--- src/rtl/core/tftprr_pkg.sv ---
package tftprr_pkg;

  // payload bytes in a full DATA block
  localparam int unsigned BLOCK_BYTES = 512;

  localparam logic [15:0] OP_DATA  = 16'd3;
  localparam logic [15:0] OP_ERROR = 16'd5;
  localparam logic [15:0] HDR_BYTES = 16'd4;
  localparam logic [15:0] MIN_LEN   = 16'd2;
  localparam logic [15:0] MAX_LEN   = HDR_BYTES + 16'(BLOCK_BYTES);
  localparam logic [15:0] TICK_SAT  = 16'hffff;

  localparam int unsigned CFG_IDX_W = 2;

  typedef enum logic [1:0] {
    CMD_START = 2'd0,
    CMD_PACKET = 2'd1,
    CMD_TICK = 2'd2,
    CMD_ABORT = 2'd3
  } cmd_t;

  typedef enum logic [CFG_IDX_W-1:0] {
    REG_MAX_BYTES = 2'd0,
    REG_REQ_WAIT = 2'd1,
    REG_DATA_WAIT = 2'd2,
    REG_REQ_TRIES = 2'd3
  } cfg_reg_t;

  typedef enum logic [2:0] {
    FAIL_NONE = 3'd0,
    FAIL_SERVER = 3'd1,
    FAIL_TOO_BIG = 3'd2,
    FAIL_NO_RESP = 3'd3,
    FAIL_ABORT = 3'd4
  } fail_t;

  typedef enum logic [2:0] {
    PH_IDLE = 3'b001,
    PH_REQ = 3'b010,
    PH_XFER = 3'b100
  } phase_t;

  typedef struct packed {
    logic [31:0] loaded_bytes;
    logic [15:0] error_number;
    logic [2:0]  fail_reason;
    logic        failed;
    logic        finished;
    logic [9:0]  write_length;
    logic [31:0] write_offset;
    logic        write_enable;
    logic [15:0] ack_block;
    logic        send_ack;
    logic        send_request;
  } result_t;

endpackage

--- src/rtl/core/tftp_read_receiver_top.sv ---
// TFTP read receiver, octet mode. Each input beat is one event (start, packet
// header received, timer tick or user abort) and yields exactly one result
// beat: resend the RRQ, send an ACK for ack_block, write a payload of
// write_length bytes at write_offset, or report finished / failed with a
// reason. One event is taken per cycle back to back while out_tready is high;
// a beat is held in the input register, then the state and result registers
// update together. The rate is bounded only by the combinational state update
// logic (33-bit size check and block compares). The output register lets a new
// beat be taken into an empty input register while a finished
// result still waits. Configuration writes are accepted at any time but must
// only be issued while no event is in flight.
module tftp_read_receiver_top
  import tftprr_pkg::*;
(
  input  logic                 clk,
  input  logic                 rst_n,
  // config write channel
  input  logic                 cfg_valid,
  output logic                 cfg_ready,
  input  logic [CFG_IDX_W-1:0] cfg_index,
  input  logic [31:0]          cfg_data,
  // event beats
  input  logic                 in_tvalid,
  output logic                 in_tready,
  input  logic [1:0]           in_tuser,  // [1:0] command
  // [15:0] opcode, [31:16] block_or_error, [47:32] packet_length,
  // [48] from_server, [55:49] zero
  input  logic [55:0]          in_tdata,
  // result beats
  output logic                 out_tvalid,
  input  logic                 out_tready,
  // [0] send_request, [1] send_ack, [17:2] ack_block, [18] write_enable,
  // [50:19] write_offset, [60:51] write_length, [61] finished, [62] failed,
  // [65:63] fail_reason, [81:66] error_number, [113:82] loaded_bytes,
  // [119:114] zero
  output logic [119:0]         out_tdata
);

  // configuration
  logic [31:0] max_bytes_r;
  logic [15:0] req_wait_r;
  logic [15:0] data_wait_r;
  logic [7:0]  req_tries_r;

  assign cfg_ready = 1'b1;

  always_ff @(posedge clk) begin
    if (!rst_n) begin
      max_bytes_r <= 32'hffff_ffff;
      req_wait_r  <= 16'd2;
      data_wait_r <= 16'd10;
      req_tries_r <= 8'd10;
    end else if (cfg_valid) begin
      case (cfg_reg_t'(cfg_index))
        REG_MAX_BYTES: max_bytes_r <= cfg_data;
        REG_REQ_WAIT:  req_wait_r  <= cfg_data[15:0];
        REG_DATA_WAIT: data_wait_r <= cfg_data[15:0];
        REG_REQ_TRIES: req_tries_r <= cfg_data[7:0];
        default: ;
      endcase
    end
  end

  // input register stage
  logic        in_vld_r;
  cmd_t        cmd_r;
  logic [15:0] opcode_r;
  logic [15:0] blk_r;
  logic [15:0] len_r;
  logic        from_srv_r;

  logic        out_vld_r;
  result_t     res_r;
  logic        advance;

  assign advance   = in_vld_r && (!out_vld_r || out_tready);
  assign in_tready = !in_vld_r || advance;

  always_ff @(posedge clk) begin
    if (!rst_n) begin
      in_vld_r <= 1'b0;
    end else if (in_tready) begin
      in_vld_r <= in_tvalid;
    end
  end

  always_ff @(posedge clk) begin
    if (in_tready && in_tvalid) begin
      cmd_r      <= cmd_t'(in_tuser);
      opcode_r   <= in_tdata[15:0];
      blk_r      <= in_tdata[31:16];
      len_r      <= in_tdata[47:32];
      from_srv_r <= in_tdata[48];
    end
  end

  // transfer state
  phase_t      phase_r, phase_nxt;
  logic [15:0] exp_blk_r, exp_blk_nxt;
  logic [31:0] loaded_r, loaded_nxt;
  logic [15:0] ticks_r, ticks_nxt;
  logic [7:0]  req_sent_r, req_sent_nxt;
  result_t     res_nxt;

  logic        busy;
  logic        pkt_ok;
  logic [15:0] payload;
  logic [32:0] total;
  logic [15:0] last_blk;
  logic [15:0] ticks_inc;
  logic        take;

  always_comb begin
    busy      = (phase_r == PH_REQ) || (phase_r == PH_XFER);
    pkt_ok    = from_srv_r && (len_r >= MIN_LEN) && (len_r <= MAX_LEN);
    payload   = len_r - HDR_BYTES;
    total     = {1'b0, loaded_r} + {17'd0, payload};
    last_blk  = exp_blk_r - 16'd1;
    ticks_inc = (ticks_r == TICK_SAT) ? ticks_r : ticks_r + 16'd1;
    take      = 1'b0;

    phase_nxt    = phase_r;
    exp_blk_nxt  = exp_blk_r;
    loaded_nxt   = loaded_r;
    ticks_nxt    = ticks_r;
    req_sent_nxt = req_sent_r;
    res_nxt      = '0;

    case (cmd_r)
      CMD_START: begin
        phase_nxt    = PH_REQ;
        exp_blk_nxt  = 16'd1;
        loaded_nxt   = '0;
        ticks_nxt    = '0;
        req_sent_nxt = 8'd1;
        res_nxt.send_request = 1'b1;
      end
      CMD_PACKET: begin
        if (busy && pkt_ok) begin
          if (opcode_r == OP_ERROR) begin
            res_nxt.error_number = (len_r >= HDR_BYTES) ? blk_r : 16'd0;
            res_nxt.failed       = 1'b1;
            res_nxt.fail_reason  = FAIL_SERVER;
            phase_nxt            = PH_IDLE;
          end else if (opcode_r == OP_DATA && len_r >= HDR_BYTES) begin
            if (phase_r == PH_REQ) begin
              take = (blk_r == 16'd1);
            end else if (blk_r == exp_blk_r) begin
              take = 1'b1;
            end else if (blk_r == last_blk) begin
              res_nxt.send_ack  = 1'b1;
              res_nxt.ack_block = last_blk;
              ticks_nxt         = '0;
            end
          end
        end
      end
      CMD_TICK: begin
        if (busy) begin
          ticks_nxt = ticks_inc;
          if (phase_r == PH_REQ) begin
            if (ticks_inc >= req_wait_r) begin
              if (req_sent_r >= req_tries_r) begin
                res_nxt.failed      = 1'b1;
                res_nxt.fail_reason = FAIL_NO_RESP;
                phase_nxt           = PH_IDLE;
              end else begin
                res_nxt.send_request = 1'b1;
                req_sent_nxt         = req_sent_r + 8'd1;
                ticks_nxt            = '0;
              end
            end
          end else if (ticks_inc >= data_wait_r) begin
            res_nxt.failed      = 1'b1;
            res_nxt.fail_reason = FAIL_NO_RESP;
            phase_nxt           = PH_IDLE;
          end
        end
      end
      CMD_ABORT: begin
        if (busy) begin
          res_nxt.failed      = 1'b1;
          res_nxt.fail_reason = FAIL_ABORT;
          phase_nxt           = PH_IDLE;
        end
      end
      default: ;
    endcase

    // in-order block accepted: size check, store, ACK
    if (take) begin
      if (total > {1'b0, max_bytes_r}) begin
        res_nxt.failed      = 1'b1;
        res_nxt.fail_reason = FAIL_TOO_BIG;
        phase_nxt           = PH_IDLE;
      end else begin
        if (payload != 16'd0) begin
          res_nxt.write_enable = 1'b1;
          res_nxt.write_offset = loaded_r;
          res_nxt.write_length = payload[9:0];
        end
        loaded_nxt        = total[31:0];
        res_nxt.send_ack  = 1'b1;
        res_nxt.ack_block = exp_blk_r;
        exp_blk_nxt       = exp_blk_r + 16'd1;
        ticks_nxt         = '0;
        if (payload < 16'(BLOCK_BYTES)) begin
          res_nxt.finished = 1'b1;
          phase_nxt        = PH_IDLE;
        end else begin
          phase_nxt = PH_XFER;
        end
      end
    end

    res_nxt.loaded_bytes = loaded_nxt;
  end

  always_ff @(posedge clk) begin
    if (!rst_n) begin
      phase_r    <= PH_IDLE;
      exp_blk_r  <= 16'd1;
      loaded_r   <= '0;
      ticks_r    <= '0;
      req_sent_r <= '0;
    end else if (advance) begin
      phase_r    <= phase_nxt;
      exp_blk_r  <= exp_blk_nxt;
      loaded_r   <= loaded_nxt;
      ticks_r    <= ticks_nxt;
      req_sent_r <= req_sent_nxt;
    end
  end

  // result register
  always_ff @(posedge clk) begin
    if (!rst_n) begin
      out_vld_r <= 1'b0;
    end else if (advance) begin
      out_vld_r <= 1'b1;
    end else if (out_tready) begin
      out_vld_r <= 1'b0;
    end
  end

  always_ff @(posedge clk) begin
    if (advance) begin
      res_r <= res_nxt;
    end
  end

  assign out_tvalid = out_vld_r;
  assign out_tdata  = {6'd0, res_r};

  // checks
  a_fail_no_ack: assert property (@(posedge clk) disable iff (!rst_n)
    out_vld_r && res_r.failed |-> !res_r.send_ack && !res_r.write_enable)
    else $error("failure result carries an ACK or a write");

  a_write_acked: assert property (@(posedge clk) disable iff (!rst_n)
    out_vld_r && res_r.write_enable |-> res_r.send_ack && !res_r.send_request)
    else $error("payload write without ACK");

  a_end_idle: assert property (@(posedge clk) disable iff (!rst_n)
    out_vld_r && (res_r.finished || res_r.failed) |-> phase_r == PH_IDLE)
    else $error("transfer ended but phase not idle");

  a_reason: assert property (@(posedge clk) disable iff (!rst_n)
    out_vld_r |-> res_r.failed == (res_r.fail_reason != FAIL_NONE))
    else $error("fail flag and reason disagree");

  a_rst_empty: assert property (@(posedge clk)
    !rst_n |=> !out_vld_r && !in_vld_r)
    else $error("pipeline not empty after reset");

endmodule
--- config.mk ---
export PLATFORM = sky130hd
export DESIGN_NAME = tftp_read_receiver_top
export DESIGN_NICKNAME = d
export VERILOG_FILES = /design/src/rtl/core/tftprr_pkg.sv /design/src/rtl/core/tftp_read_receiver_top.sv
export SDC_FILE = /design/constraint.sdc
export NUM_CORES = 1
export LEC_CHECK = 0
export ABC_CLOCK_PERIOD_IN_PS = 10400
export BUFFER_PORTS_ARGS = -buffer_cell sky130_fd_sc_hd__buf_2
export CAP_MARGIN = 20
export CORE_ASPECT_RATIO = 1.4
export CORE_MARGIN = 2
export CORE_UTILIZATION = 63
export CTS_CLUSTER_DIAMETER = 120
export CTS_CLUSTER_SIZE = 40
export DETAILED_ROUTE_END_ITERATION = 10
export PLACE_DENSITY = 0.95
export SLEW_MARGIN = 40
export SYNTH_ARGS = -nofsm -noshare
export SYNTH_HDL_FRONTEND = slang
export SYNTH_SLANG_ARGS = --single-unit
--- constraint.sdc ---
create_clock -name clk -period 10.4 [get_ports clk]
set_input_delay 1.56 -clock clk [delete_from_list [all_inputs] [get_ports clk]]
set_output_delay 1.56 -clock clk [all_outputs]
set_load 0.03 [all_outputs]
==> impl_metrics.yaml <==
logic_synthesis:
  synth.area.top_cells: "edfxtp_1 29%, dfxtp_1 18%, ha_1 7.0%"
  ys_dominant_reg_cell: "edfxtp_1"
  yosysSeqAreaShare_pct: 46.9
  yosysUniqueCellTypes: 88
  avgSynthCellArea_um2: 9.64
  yosys.area.top_type: "edfxtp_1"
  ys_seq_elements: 314
  synth_cells: 1755
  yosysWarnings: 0
  async_reset_ff_share_pct: 0
  synth_top_area_share_pct: 29.3
  netlist_area_um2: 16900
  synth_edf_count: 165
layout:
  regArea_um2: 7940
  drive_above_1_share_pct: 15.4
  final_cell_count_no_fill: 2222
  area_delta_synth_final_pct: 8.64
  multi_input_area_um2: 8210
  layout.nets: 2079
  num-fill-cells: 1997
routing:
  drt-initial-drc-count: 1350
  vias: 13989
  avgViaCountPerCell: 6.30
  drtPass1Iterations: 9
  wl_um: 43900
  ant_nets: 0
  wire_per_inst_um: 19.7
  drc: 0
cts:
  htree_levels: 1
  cts.sinks: 314
  post-cts-setup-buffer-count: 0
  clockRootBuffer: "clkbuf_16"
  insertion_delay_ns: 0.52
  cts_resized: 0
  cts_hold_buf: 0
  clk_pin_slew_ns: 0.14
  cts_tree: "yes"
  clk_path_buf_depth: 3
  cts_buffers: 11
critical_path:
  slowest_stage: "or4_1"
  path_class: "reg -> reg"
  worstSetupStartpointType: "flop"
  required_ns: 10.77
  slowest_delay_ns: 0.91
  worstPathArrival_ns: 8.03
  crit_path_end_kind: "flop"
  cp_cell_sequence: "or4_1, nor3_1, xor2_1, ha_1, and3_1, nand2_1, o211ai_1, and2_0, nand4_1, xor2_1, inv_1, ha_1, nand4_1, nor4_2, nand2_1, a31o_1, a31o_2, or4_1, o21ai_0, a21oi_1"
  path_max_fanout: 19
placement:
  gp_congestion: 1.02
  place_hpwl_um: 32800
  dp.cells: 2201
  port_buffers: 205
floorplanning:
  dieArea_um2: 28200
  top_level_ports: 220
  die_h_um: 198
  start_util_pct: 63.5
  die_w_um: 143
  rows: 71
  coreArea_um2: 26700
timing:
  worst_pin_slew_ns: 0.847
  rsz0062_at_grt: "false"
  slew_headroom_pct: 43.4
  finalHoldViolCount: 0
  min_period_over_period_pct: 73.7
  fin_setup_tns_ns: 0
  fin_skew_ns: 0.0280
  fin_crit_ns: 7.66
  hold-worst-slack_ns: 0.463
  setup_viol: 0
  slew_viol_final: 0
  clock.fmax_ghz: 0.131
pwr:
  seqPwrFrac_pct: 63.5
  combPwrFrac_pct: 10.4
  power.internal_mw: 1.61
  ir_worst_vdd_mv: 0.144
  power.density_nw_per_um2: 117
  p_leak_nw: 7.65
  swShare_pct: 25.0
  power.switching_mw: 0.537
  fin_total_pwr_mw: 2.15
  clkPwrFrac_pct: 26.0
worst_hold_path:
  min_path_type: "reg -> reg"
grt:
  grt_usage_pct: 30.8
  antenna_found_initial: 3
  grt_pass1_vias: 13237
  grt_overflow_total: 0
  grt_pass1_wl_um: 68900
  grt_max_degree: 89
status:
  outcome: "finished, final reports clean"
run:
  maxCapViolCount: 0
[layout make-up]
cell class	instances	area share, %
repair buffers	215	6.03
inverters	108	2.22
well taps	328	2.23
flip-flops and latches	314	43.2
clock buffers	16	1.60
clock inverters	1	0.0476
diodes	3	0.0408
multi-input cells	1237	44.7
[per-stage QoR]
| step | utilization [%] | area [um^2] | worst slack, ns |
|---|---|---|---|
| 2_1_floorplan | - | 16900 | 4.14 |
| 3_3_place_gp | 67.6 | 18000 | 2.90 |
| 3_5_place_dp | 67.7 | 18000 | 2.66 |
| 4_1_cts | 68.9 | 18400 | 2.64 |
| 5_1_grt | 69.0 | 18400 | 2.37 |
| 6_report | 69.0 | 18400 | 2.74 |
[Yosys cell counts (all sizes together) (47+ instances only)]
library cell    n
dfxtp         149
nor2           74
nand2         220
clkbuf         66
xnor2          50
o21ai          69
ha             94
nand3          55
a21oi         112
edfxtp        165
a21o           47
inv           108
and2           65
[logic make-up (layout without fill, tap and decap cells)]
group	count (synthesis)	after routing	synth area share, %
simple gates	642	642	19.9
fa+ha+maj	95	95	7.07
flops	314	314	46.9
mux	14	14	0.850
compound gates	398	398	16.0
xor+xnor	81	81	4.19
buf+inv	209	340	5.04
other cells	2	10	0.0444
[flip-flops by register name, summed over array words and instances (netlist names)]
| register | count |
|---|---|
| out_tdata | 114 |
| loaded_r | 32 |
| max_bytes_r | 32 |
| blk_r | 16 |
| data_wait_r | 16 |
| exp_blk_r | 16 |
| len_r | 16 |
| opcode_r | 16 |
| req_wait_r | 16 |
| ticks_r | 16 |
| req_sent_r | 8 |
| req_tries_r | 8 |
| phase_r | 3 |
| cmd_r | 2 |
| from_srv_r | 1 |
| in_vld_r | 1 |
| out_tvalid | 1 |
[power groups by stage]
stage                     Clock (mW)  Sequential (mW)  Combinational, mW
after floorplan                    0             1.43              0.112
after global placement             0             1.39              0.214
after detailed placement           0             1.39              0.221
after CTS                      0.566             1.37              0.222
after global routing           0.599             1.37              0.242
final                          0.560             1.37              0.224
[worst paths after layout]
kind | startpoint | endpoint | slack [ns] | depth (start not counted)
min | req_wait_r[3] | req_wait_r[3] | 0.46 | 2
min reg2reg | req_wait_r[3] | req_wait_r[3] | 0.46 | 2
max reg2reg | len_r[4] | ticks_r[8] | 2.74 | 20
max | len_r[4] | ticks_r[8] | 2.74 | 20
[worst max-delay path, delay by kind of cell, from the launching register on]
kind | cells | cell delay, ns
and+or+nand+nor | 10 | 3.79
AOI/OAI and AO/OA | 5 | 1.94
adders and majority gates | 2 | 0.75
xor gates and xnor gates | 2 | 0.49
DFF | 1 | 0.48
buffers and inverters | 1 | 0.07
[metal layers]
metal  vias to the layer above  wire [um]  share of wire [%]  global-route usage, %
met3                       135       2960                6.7                   3.12
met2                       641      21200                 48                   51.2
li1                       6561          -                  -                      -
met1                      6652      17100                 39                   39.2
met4                         0       2610                6.0                   17.5
met5                         -          0                  0                      0
[cell usage in the layout (no fill, tap or decap), types with 11 or more instances in the layout]
cell type,count
nor4_1,16
nor2_1,74
and3_1,20
edfxtp_1,165
nand4_1,33
or2_2,13
o21ai_0,51
nand2b_1,14
nand3_1,54
dfxtp_1,149
nor3_1,36
xnor2_1,50
buf_2,205
nand2_1,220
a21o_1,47
ha_1,94
clkbuf_16,11
or3_1,28
inv_1,107
and2_1,63
a22o_1,18
o21a_1,11
a21oi_1,108
mux2i_1,11
o211ai_1,43
xor2_1,31
(Power assumes the default switching activity.)
